[config.mk]
export PLATFORM = sky130hd
export DESIGN_NAME = memory_lcd_line_framer
export DESIGN_NICKNAME = d
export VERILOG_FILES = /design/src/hdl/mlf_pkg.sv /design/src/hdl/mlf_front.sv /design/src/hdl/mlf_queue.sv /design/src/hdl/mlf_back.sv /design/src/hdl/memory_lcd_line_framer.sv
export SDC_FILE = /design/constraint.sdc
export NUM_CORES = 1
export LEC_CHECK = 0
export ABC_AREA = 1
export BUFFER_PORTS_ARGS = -buffer_cell sky130_fd_sc_hd__buf_2
export CORE_MARGIN = 2
export CORE_UTILIZATION = 65
export DETAILED_ROUTE_END_ITERATION = 10
export PLACE_DENSITY = 0.81
export SYNTH_ARGS = -nofsm -noshare
export SYNTH_HDL_FRONTEND = slang
export SYNTH_SLANG_ARGS = --single-unit
[constraint.sdc]
create_clock -name clk -period 9 [get_ports clk]
set_clock_uncertainty 0.2 [all_clocks]
set_input_delay 1.35 -clock clk [delete_from_list [all_inputs] [get_ports clk]]
set_output_delay 1.35 -clock clk [all_outputs]
set_load 0.005 [all_outputs]
[src/hdl/mlf_pkg.sv]
package mlf_pkg;

	localparam int JobBytes   = 5;
	localparam int QueueDepth = 4;
	localparam int PtrWidth   = $clog2(QueueDepth);

	typedef enum logic [1:0] {
		KIND_PIXEL  = 2'd0,
		KIND_CLEAR  = 2'd1,
		KIND_TOGGLE = 2'd2,
		KIND_UNUSED = 2'd3
	} kind_t;

	localparam logic CFG_LINE_BYTES = 1'b0;
	localparam logic CFG_LINE_COUNT = 1'b1;

	localparam logic [7:0] BIT_WRITE = 8'h01;
	localparam logic [7:0] BIT_VCOM  = 8'h02;
	localparam logic [7:0] BIT_CLEAR = 8'h04;
	localparam logic [7:0] TRAILER   = 8'h00;

	localparam logic [6:0] LINE_BYTES_RESET = 7'd50;
	localparam logic [8:0] LINE_COUNT_RESET = 9'd240;
	localparam logic [6:0] LINE_BYTES_MAX   = 7'd64;
	localparam logic [8:0] LINE_COUNT_MAX   = 9'd256;

	// Bytes of one item in transmit order, starting at index zero.
	typedef struct packed {
		logic [JobBytes-1:0][7:0] bytes;
		logic [2:0]               count;
		logic                     last;
	} job_t;

endpackage

[src/hdl/mlf_front.sv]
module mlf_front (
	input  logic              clk,
	input  logic              arst_n,
	input  logic              in_valid,
	output logic              in_stall,
	input  logic [1:0]        kind,
	input  logic [7:0]        pixel_byte,
	input  logic              cfg_we,
	input  logic              cfg_index,
	input  logic [8:0]        cfg_data,
	input  logic              q_full,
	output logic              push,
	output mlf_pkg::job_t     push_job
);

	logic [6:0]      line_bytes_q;
	logic [8:0]      line_count_q;
	logic            vcom_q;
	logic [7:0]      row_q;
	logic [5:0]      col_q;
	logic [6:0]      lb;
	logic [8:0]      lc;
	logic [6:0]      col_next;
	logic [8:0]      row_next;
	logic            col_end;
	logic            frame_end;
	logic            accept;
	logic [2:0]      idx;
	logic [7:0]      cmd_base;
	mlf_pkg::kind_t  kind_c;
	mlf_pkg::job_t   job;

	assign kind_c   = mlf_pkg::kind_t'(kind);
	assign in_stall = q_full;
	assign accept   = in_valid && !q_full;

	always_comb begin
		if (line_bytes_q == 7'd0) begin
			lb = 7'd1;
		end else if (line_bytes_q > mlf_pkg::LINE_BYTES_MAX) begin
			lb = mlf_pkg::LINE_BYTES_MAX;
		end else begin
			lb = line_bytes_q;
		end
		if (line_count_q == 9'd0) begin
			lc = 9'd1;
		end else if (line_count_q > mlf_pkg::LINE_COUNT_MAX) begin
			lc = mlf_pkg::LINE_COUNT_MAX;
		end else begin
			lc = line_count_q;
		end
	end

	assign col_next  = {1'b0, col_q} + 7'd1;
	assign row_next  = {1'b0, row_q} + 9'd1;
	assign col_end   = col_next >= lb;
	assign frame_end = row_next >= lc;
	assign cmd_base  = vcom_q ? mlf_pkg::BIT_VCOM : 8'h00;

	always_comb begin
		job = '0;
		idx = 3'd0;
		unique case (kind_c)
			mlf_pkg::KIND_CLEAR: begin
				job.bytes[0] = cmd_base | mlf_pkg::BIT_CLEAR;
				job.bytes[1] = mlf_pkg::TRAILER;
				job.count    = 3'd2;
				job.last     = 1'b1;
			end
			mlf_pkg::KIND_PIXEL: begin
				if (col_q == 6'd0) begin
					if (row_q == 8'd0) begin
						job.bytes[idx] = cmd_base | mlf_pkg::BIT_WRITE;
						idx = idx + 3'd1;
					end
					job.bytes[idx] = row_q;
					idx = idx + 3'd1;
				end
				job.bytes[idx] = pixel_byte;
				idx = idx + 3'd1;
				if (col_end) begin
					job.bytes[idx] = mlf_pkg::TRAILER;
					idx = idx + 3'd1;
					if (frame_end) begin
						job.bytes[idx] = mlf_pkg::TRAILER;
						idx = idx + 3'd1;
						job.last = 1'b1;
					end
				end
				job.count = idx;
			end
			mlf_pkg::KIND_TOGGLE, mlf_pkg::KIND_UNUSED: begin
				job = '0;
			end
		endcase
	end

	assign push     = accept && (job.count != 3'd0);
	assign push_job = job;

	always_ff @(posedge clk or negedge arst_n) begin
		if (!arst_n) begin
			line_bytes_q <= mlf_pkg::LINE_BYTES_RESET;
			line_count_q <= mlf_pkg::LINE_COUNT_RESET;
			vcom_q       <= 1'b1;
			row_q        <= 8'd0;
			col_q        <= 6'd0;
		end else begin
			if (cfg_we) begin
				unique case (cfg_index)
					mlf_pkg::CFG_LINE_BYTES: line_bytes_q <= cfg_data[6:0];
					mlf_pkg::CFG_LINE_COUNT: line_count_q <= cfg_data;
				endcase
			end
			if (accept) begin
				unique case (kind_c)
					mlf_pkg::KIND_CLEAR: begin
						vcom_q <= !vcom_q;
						row_q  <= 8'd0;
						col_q  <= 6'd0;
					end
					mlf_pkg::KIND_TOGGLE: begin
						vcom_q <= !vcom_q;
					end
					mlf_pkg::KIND_PIXEL: begin
						if (col_end) begin
							col_q <= 6'd0;
							row_q <= frame_end ? 8'd0 : row_next[7:0];
						end else begin
							col_q <= col_next[5:0];
						end
					end
					mlf_pkg::KIND_UNUSED: begin
						vcom_q <= vcom_q;
					end
				endcase
			end
		end
	end

endmodule

[src/hdl/mlf_queue.sv]
module mlf_queue (
	input  logic           clk,
	input  logic           arst_n,
	input  logic           push,
	input  mlf_pkg::job_t  push_job,
	output logic           full,
	input  logic           pop,
	output logic           empty,
	output mlf_pkg::job_t  pop_job
);

	localparam logic [mlf_pkg::PtrWidth:0] Depth = (mlf_pkg::PtrWidth + 1)'(mlf_pkg::QueueDepth);

	mlf_pkg::job_t                  entry_q [mlf_pkg::QueueDepth];
	logic [mlf_pkg::PtrWidth-1:0]   wr_ptr_q;
	logic [mlf_pkg::PtrWidth-1:0]   rd_ptr_q;
	logic [mlf_pkg::PtrWidth:0]     fill_q;
	logic                           do_push;
	logic                           do_pop;

	assign full    = fill_q == Depth;
	assign empty   = fill_q == '0;
	assign do_push = push && !full;
	assign do_pop  = pop && !empty;
	assign pop_job = entry_q[rd_ptr_q];

	always_ff @(posedge clk) begin
		if (do_push) begin
			entry_q[wr_ptr_q] <= push_job;
		end
	end

	always_ff @(posedge clk or negedge arst_n) begin
		if (!arst_n) begin
			wr_ptr_q <= '0;
			rd_ptr_q <= '0;
			fill_q   <= '0;
		end else begin
			if (do_push) begin
				wr_ptr_q <= wr_ptr_q + 1'b1;
			end
			if (do_pop) begin
				rd_ptr_q <= rd_ptr_q + 1'b1;
			end
			if (do_push && !do_pop) begin
				fill_q <= fill_q + 1'b1;
			end else if (do_pop && !do_push) begin
				fill_q <= fill_q - 1'b1;
			end
		end
	end

endmodule

[src/hdl/mlf_back.sv]
module mlf_back (
	input  logic           clk,
	input  logic           arst_n,
	input  logic           q_empty,
	input  mlf_pkg::job_t  q_job,
	output logic           pop,
	output logic           out_valid,
	input  logic           out_stall,
	output logic [7:0]     out_byte,
	output logic           last
);

	mlf_pkg::job_t  cur_q;
	logic           cur_valid_q;
	logic [2:0]     pos_q;
	logic           out_valid_q;
	logic [7:0]     out_byte_q;
	logic           out_last_q;
	logic           load_ok;
	logic           emit;
	logic           cur_done;

	assign load_ok  = !out_valid_q || !out_stall;
	assign emit     = load_ok && cur_valid_q;
	assign cur_done = emit && (pos_q == (cur_q.count - 3'd1));
	assign pop      = (!cur_valid_q || cur_done) && !q_empty;

	assign out_valid = out_valid_q;
	assign out_byte  = out_byte_q;
	assign last      = out_last_q;

	always_ff @(posedge clk) begin
		if (emit) begin
			out_byte_q <= cur_q.bytes[pos_q];
			out_last_q <= cur_done && cur_q.last;
		end
		if (pop) begin
			cur_q <= q_job;
		end
	end

	always_ff @(posedge clk or negedge arst_n) begin
		if (!arst_n) begin
			out_valid_q <= 1'b0;
			cur_valid_q <= 1'b0;
			pos_q       <= 3'd0;
		end else begin
			if (load_ok) begin
				out_valid_q <= cur_valid_q;
			end
			if (pop) begin
				cur_valid_q <= 1'b1;
				pos_q       <= 3'd0;
			end else if (cur_done) begin
				cur_valid_q <= 1'b0;
			end else if (emit) begin
				pos_q <= pos_q + 3'd1;
			end
		end
	end

endmodule

[src/hdl/memory_lcd_line_framer.sv]
// Channel  Direction  Handshake            Payload
// input    in         in_valid / in_stall  kind, pixel_byte
// output   out        out_valid / out_stall out_byte, last
// config   in         cfg_we               cfg_index, cfg_data
//
// The front takes one item per cycle while the queue is not full and turns it into up to five bytes in one queue entry.
// The back sends one byte per cycle while out_stall is low, and an item carries
// one byte for a plain pixel, up to five at a frame start or end.
// Reset is asynchronous and active low; it restores the register defaults and VCOM set.
// A stalled output fills the four-entry queue, after which the input is stalled.
module memory_lcd_line_framer (
	input  logic        clk,
	input  logic        arst_n,
	input  logic        in_valid,
	output logic        in_stall,
	input  logic [1:0]  kind,
	input  logic [7:0]  pixel_byte,
	input  logic        cfg_we,
	input  logic        cfg_index,
	input  logic [8:0]  cfg_data,
	output logic        out_valid,
	input  logic        out_stall,
	output logic [7:0]  out_byte,
	output logic        last
);

	logic           push;
	logic           q_full;
	logic           q_empty;
	logic           pop;
	mlf_pkg::job_t  push_job;
	mlf_pkg::job_t  q_job;

	mlf_front u_front (
		.clk        (clk),
		.arst_n     (arst_n),
		.in_valid   (in_valid),
		.in_stall   (in_stall),
		.kind       (kind),
		.pixel_byte (pixel_byte),
		.cfg_we     (cfg_we),
		.cfg_index  (cfg_index),
		.cfg_data   (cfg_data),
		.q_full     (q_full),
		.push       (push),
		.push_job   (push_job)
	);

	mlf_queue u_queue (
		.clk      (clk),
		.arst_n   (arst_n),
		.push     (push),
		.push_job (push_job),
		.full     (q_full),
		.pop      (pop),
		.empty    (q_empty),
		.pop_job  (q_job)
	);

	mlf_back u_back (
		.clk       (clk),
		.arst_n    (arst_n),
		.q_empty   (q_empty),
		.q_job     (q_job),
		.pop       (pop),
		.out_valid (out_valid),
		.out_stall (out_stall),
		.out_byte  (out_byte),
		.last      (last)
	);

endmodule
==> flow_summary.ini <==
[outcome]
status = complete, no violations

[logic_synthesis]
yosys_warnings = 0
syn_area_mm2 = 0.0103
synth_seq_cells = 232
yosysSeqAreaShare = 0.657
syn_nets = 962
synth_compound_area_frac = 0.105
synthAdderAreaFrac = 0.0445
synth-main-ff-cell = edfxtp_1
post_synth.cell_area_avg_um2 = 11.4
ys_types = 44
ys_async_sr_fraction = 0.185
synth_top_family_by_area = simple AND/OR/NAND/NOR gates
synthXorXnorAreaFrac = 0.0153
synthCells = 901
synth_edf_count = 189
synth_mux_area_frac = 0.00328
synth-simple-area-share = 0.128

[timing]
finalMaxSlewViolations = 0
fin_setup_tns_ps = 0
slew_headroom = 0.230
setup_violations = 0
min_period_ps = 4310
final-hold-violation-count = 0
rsz0062_at_grt = no
fmax_mhz = 232
worst_slew_pin_slew_ps = 1150
finalCritPeriodShare = 0.479

[finish]
syn_to_final_growth_pct = 11.1
drive_gt1_frac = 0.124
final_util = 0.730
n_antenna_cell = 0
fillers = 1021
layout.nets = 990

[clock_network]
cts_made_buffers = 23
cts_setup_buffers = 0
cts_resized = 0
clockBufferDepth = 3
htree_levels = 1
cts_sinks = 232
cts_tree = built
insertion_delay_ps = 510
hold_buffers = 0
clkSlewWorstSetupHoldPaths_ps = 60
root_buffer = clkbuf_16

[routing]
initialDrtViolationCount = 571
drt_first_pass_iters = 5
post_drt_via_cell_ratio = 5.75
detail-route-antenna-nets = 0
drcViolationCount = 0
finalWirelength_mm = 20.4
routedWlPerCell_um = 17.6
num_vias = 6687

[pwr]
p_leak_nw = 4.46
power.density_mw_per_mm2 = 331
combPwrFrac = 0.312
switching_share = 0.345
p_seq_frac = 0.424
p_clk_frac = 0.264
peakVddDrop_mv = 0.199
p_int_mw = 2.48
switching_power_mw = 1.31

[floorplanning]
row_count = 46
io_pins = 36
die_h_um = 130
start_util = 0.658
die_w_um = 130
dieArea_mm2 = 0.0169
core_area_mm2 = 0.0157

[global_routing]
grt-ovfl-total = 0
grt_max_degree = 74
globalRouteTotalUtil = 0.249
grt_pass1_vias = 6343
antenna_found_initial = 0
grt_pass1_wl_mm = 32.1

[min_path]
worstHoldPathCells = 2
worstHoldStart = u_back.out_valid$_DFFE_PN0N_
hp-class = flop to flop
holdPathEnd = u_back.out_valid$_DFFE_PN0N_

[critical_path]
required_ps = 9190
criticalPathCategory = flop to flop
rr_endpoint = u_queue.fill_q[1]$_DFFE_PN0P_
reg2reg_depth = 20
setup.worst_path.end_class = flop
crit_path_start_kind = flop
worstPathMaxFanout = 7
critPathArrivalTime_ps = 4500
reg2reg_from = u_front.row_q[0]$_DFFE_PN0P_
ff2ff_setup_slack_ps = 4690

[job]
drv_cap = 0

[placed_design]
place_congestion = 0.869
dp_hpwl_mm = 12.9
io_buffers = 35
## power groups by stage
| stage | clock network (mW) | registers [mW] | logic (mW) |
|---|---|---|---|
| 2_1_floorplan | 0 | 1.58 | 0.886 |
| 3_3_place_gp | 0 | 1.62 | 1.12 |
| 3_5_place_dp | 0 | 1.62 | 1.16 |
| 4_1_cts | 1.01 | 1.61 | 1.18 |
| 5_1_grt | 1.05 | 1.63 | 1.33 |
| 6_report | 0.999 | 1.61 | 1.18 |
## cells in the final DEF, fill, tap and decap left out, drive strengths merged, types with 2 or more instances in the layout
master / count
a22oi: 2
a21oi: 22
xnor2: 4
nor2: 146
bufinv: 5
inv: 89
nor4: 4
clkbuf: 28
clkinv: 6
dfstp: 8
o22ai: 43
xor2: 14
mux2: 3
a211oi: 7
edfxtp: 189
nor3: 21
nand4: 6
ha: 35
nand2: 91
dfrtp: 35
buf: 38
o21ai: 118
nand3: 25
## kinds of logic (layout without fill, tap and decap cells)
logic type               count (synthesis)  in the layout
flip-flops                             232            232
adder cells (fa/ha/maj)                 36             36
AND/OR/NAND/NOR                        295            295
buffers and inverters                  122            167
AO/OA/AOI/OAI                          195            195
XOR/XNOR                                18             18
multiplexers                             3              3
## critical path: stages, from the launching register on
cell and delay [ps]:
dfrtp_1 460, inv_1 90, nor3_1 280, nand3_1 180, nor2_1 120, nand2_1 70
xor2_1 190, inv_1 70, ha_1 270, nand2_1 60, o21a_1 250, nand2_1 140
nand3_1 100, nand3_1 200, nand2_2 90, o21ai_4 350, inv_1 80, ha_1 190
inv_1 110, fa_1 430, mux2_2 270
## per-layer routing
metal	wire length [µm]	share of wire	GRT usage
met1	8290	0.41	0.327
met3	1260	0.062	0.0385
met4	740	0.036	0.104
met2	10100	0.50	0.420
met5	0	0	0
## flip-flops by register name, indices dropped and copies added, names as in the netlist, 3 cells and up
name	count
u_back.cur_q	36
u_back.out_byte	8
u_back.pos_q	3
u_front.col_q	6
u_front.line_bytes_q	7
u_front.line_count_q	9
u_front.row_q	8
u_queue.entry_q	144
u_queue.fill_q	3
## cell usage after synthesis, types with 2 or more instances
master / instances / area [µm²]
dfrtp_1: 35 / 876
a21oi_1: 21 / 105
nand4_1: 5 / 31.3
clkbuf_1: 28 / 105
nor3_1: 20 / 100
dfstp_2: 8 / 210
inv_1: 78 / 293
nor2_2: 2 / 12.5
edfxtp_1: 189 / 5680
nand3_1: 21 / 105
nor2_1: 138 / 518
nor2_8: 2 / 40.0
xor2_1: 14 / 123
o21ai_0: 117 / 586
o22ai_1: 43 / 269
a22oi_1: 2 / 15.0
a211oi_1: 7 / 52.6
ha_1: 35 / 438
mux2_2: 3 / 33.8
xnor2_1: 4 / 35.0
buf_6: 2 / 22.5
nand2_2: 5 / 31.3
nor2_4: 4 / 45.0
nand2_1: 85 / 319
buf_1: 3 / 11.3
nor4_1: 4 / 25.0
inv_2: 7 / 26.3
nand3_2: 3 / 30.0
## cell type report
cell class / count / area (µm²) / share of cell area
Sequential cell: 232 / 6760 / 0.591
Multi-Input combinational cell: 547 / 3080 / 0.269
Clock buffer: 28 / 594 / 0.0520
Inverter: 87 / 334 / 0.0292
Tap cell: 216 / 270 / 0.0236
Clock inverter: 14 / 199 / 0.0174
Timing Repair Buffer: 38 / 198 / 0.0173
## through the flow
| stage | total power [mW] | setup slack [ps] | std cells | hold WS (ps) | instance area [µm²] |
|---|---|---|---|---|---|
| finish | 3.79 | 4690 | 1162 | 298 | 11400 |
| global route | 4.00 | 4320 | 1162 | 331 | 11400 |
| CTS | 3.79 | 4730 | 1162 | 296 | 11400 |
| detailed placement | 2.79 | 4600 | 1120 | 279 | 10600 |
| global placement | 2.74 | 4770 | 1120 | 275 | 10600 |
| floorplan | 2.47 | 4380 | 901 | 249 | 10300 |
## worst max-delay path by stage
stage                                             endpoint  cells after the start  slack (ps)                          from
after floorplan            u_queue.entry_q[0][0]$_DFFE_PP_                     11        4380                       kind[1]
after global placement    u_queue.entry_q[3][32]$_DFFE_PP_                     11        4770                       kind[1]
after detailed placement  u_queue.entry_q[2][32]$_DFFE_PP_                     11        4600                       kind[1]
after CTS                    u_queue.fill_q[1]$_DFFE_PN0P_                     20        4730  u_front.row_q[0]$_DFFE_PN0P_
after global routing         u_queue.fill_q[1]$_DFFE_PN0P_                     21        4320  u_front.row_q[0]$_DFFE_PN0P_
final                        u_queue.fill_q[1]$_DFFE_PN0P_                     20        4690  u_front.row_q[0]$_DFFE_PN0P_
No activity file was read; power rests on OpenSTA's default activity.
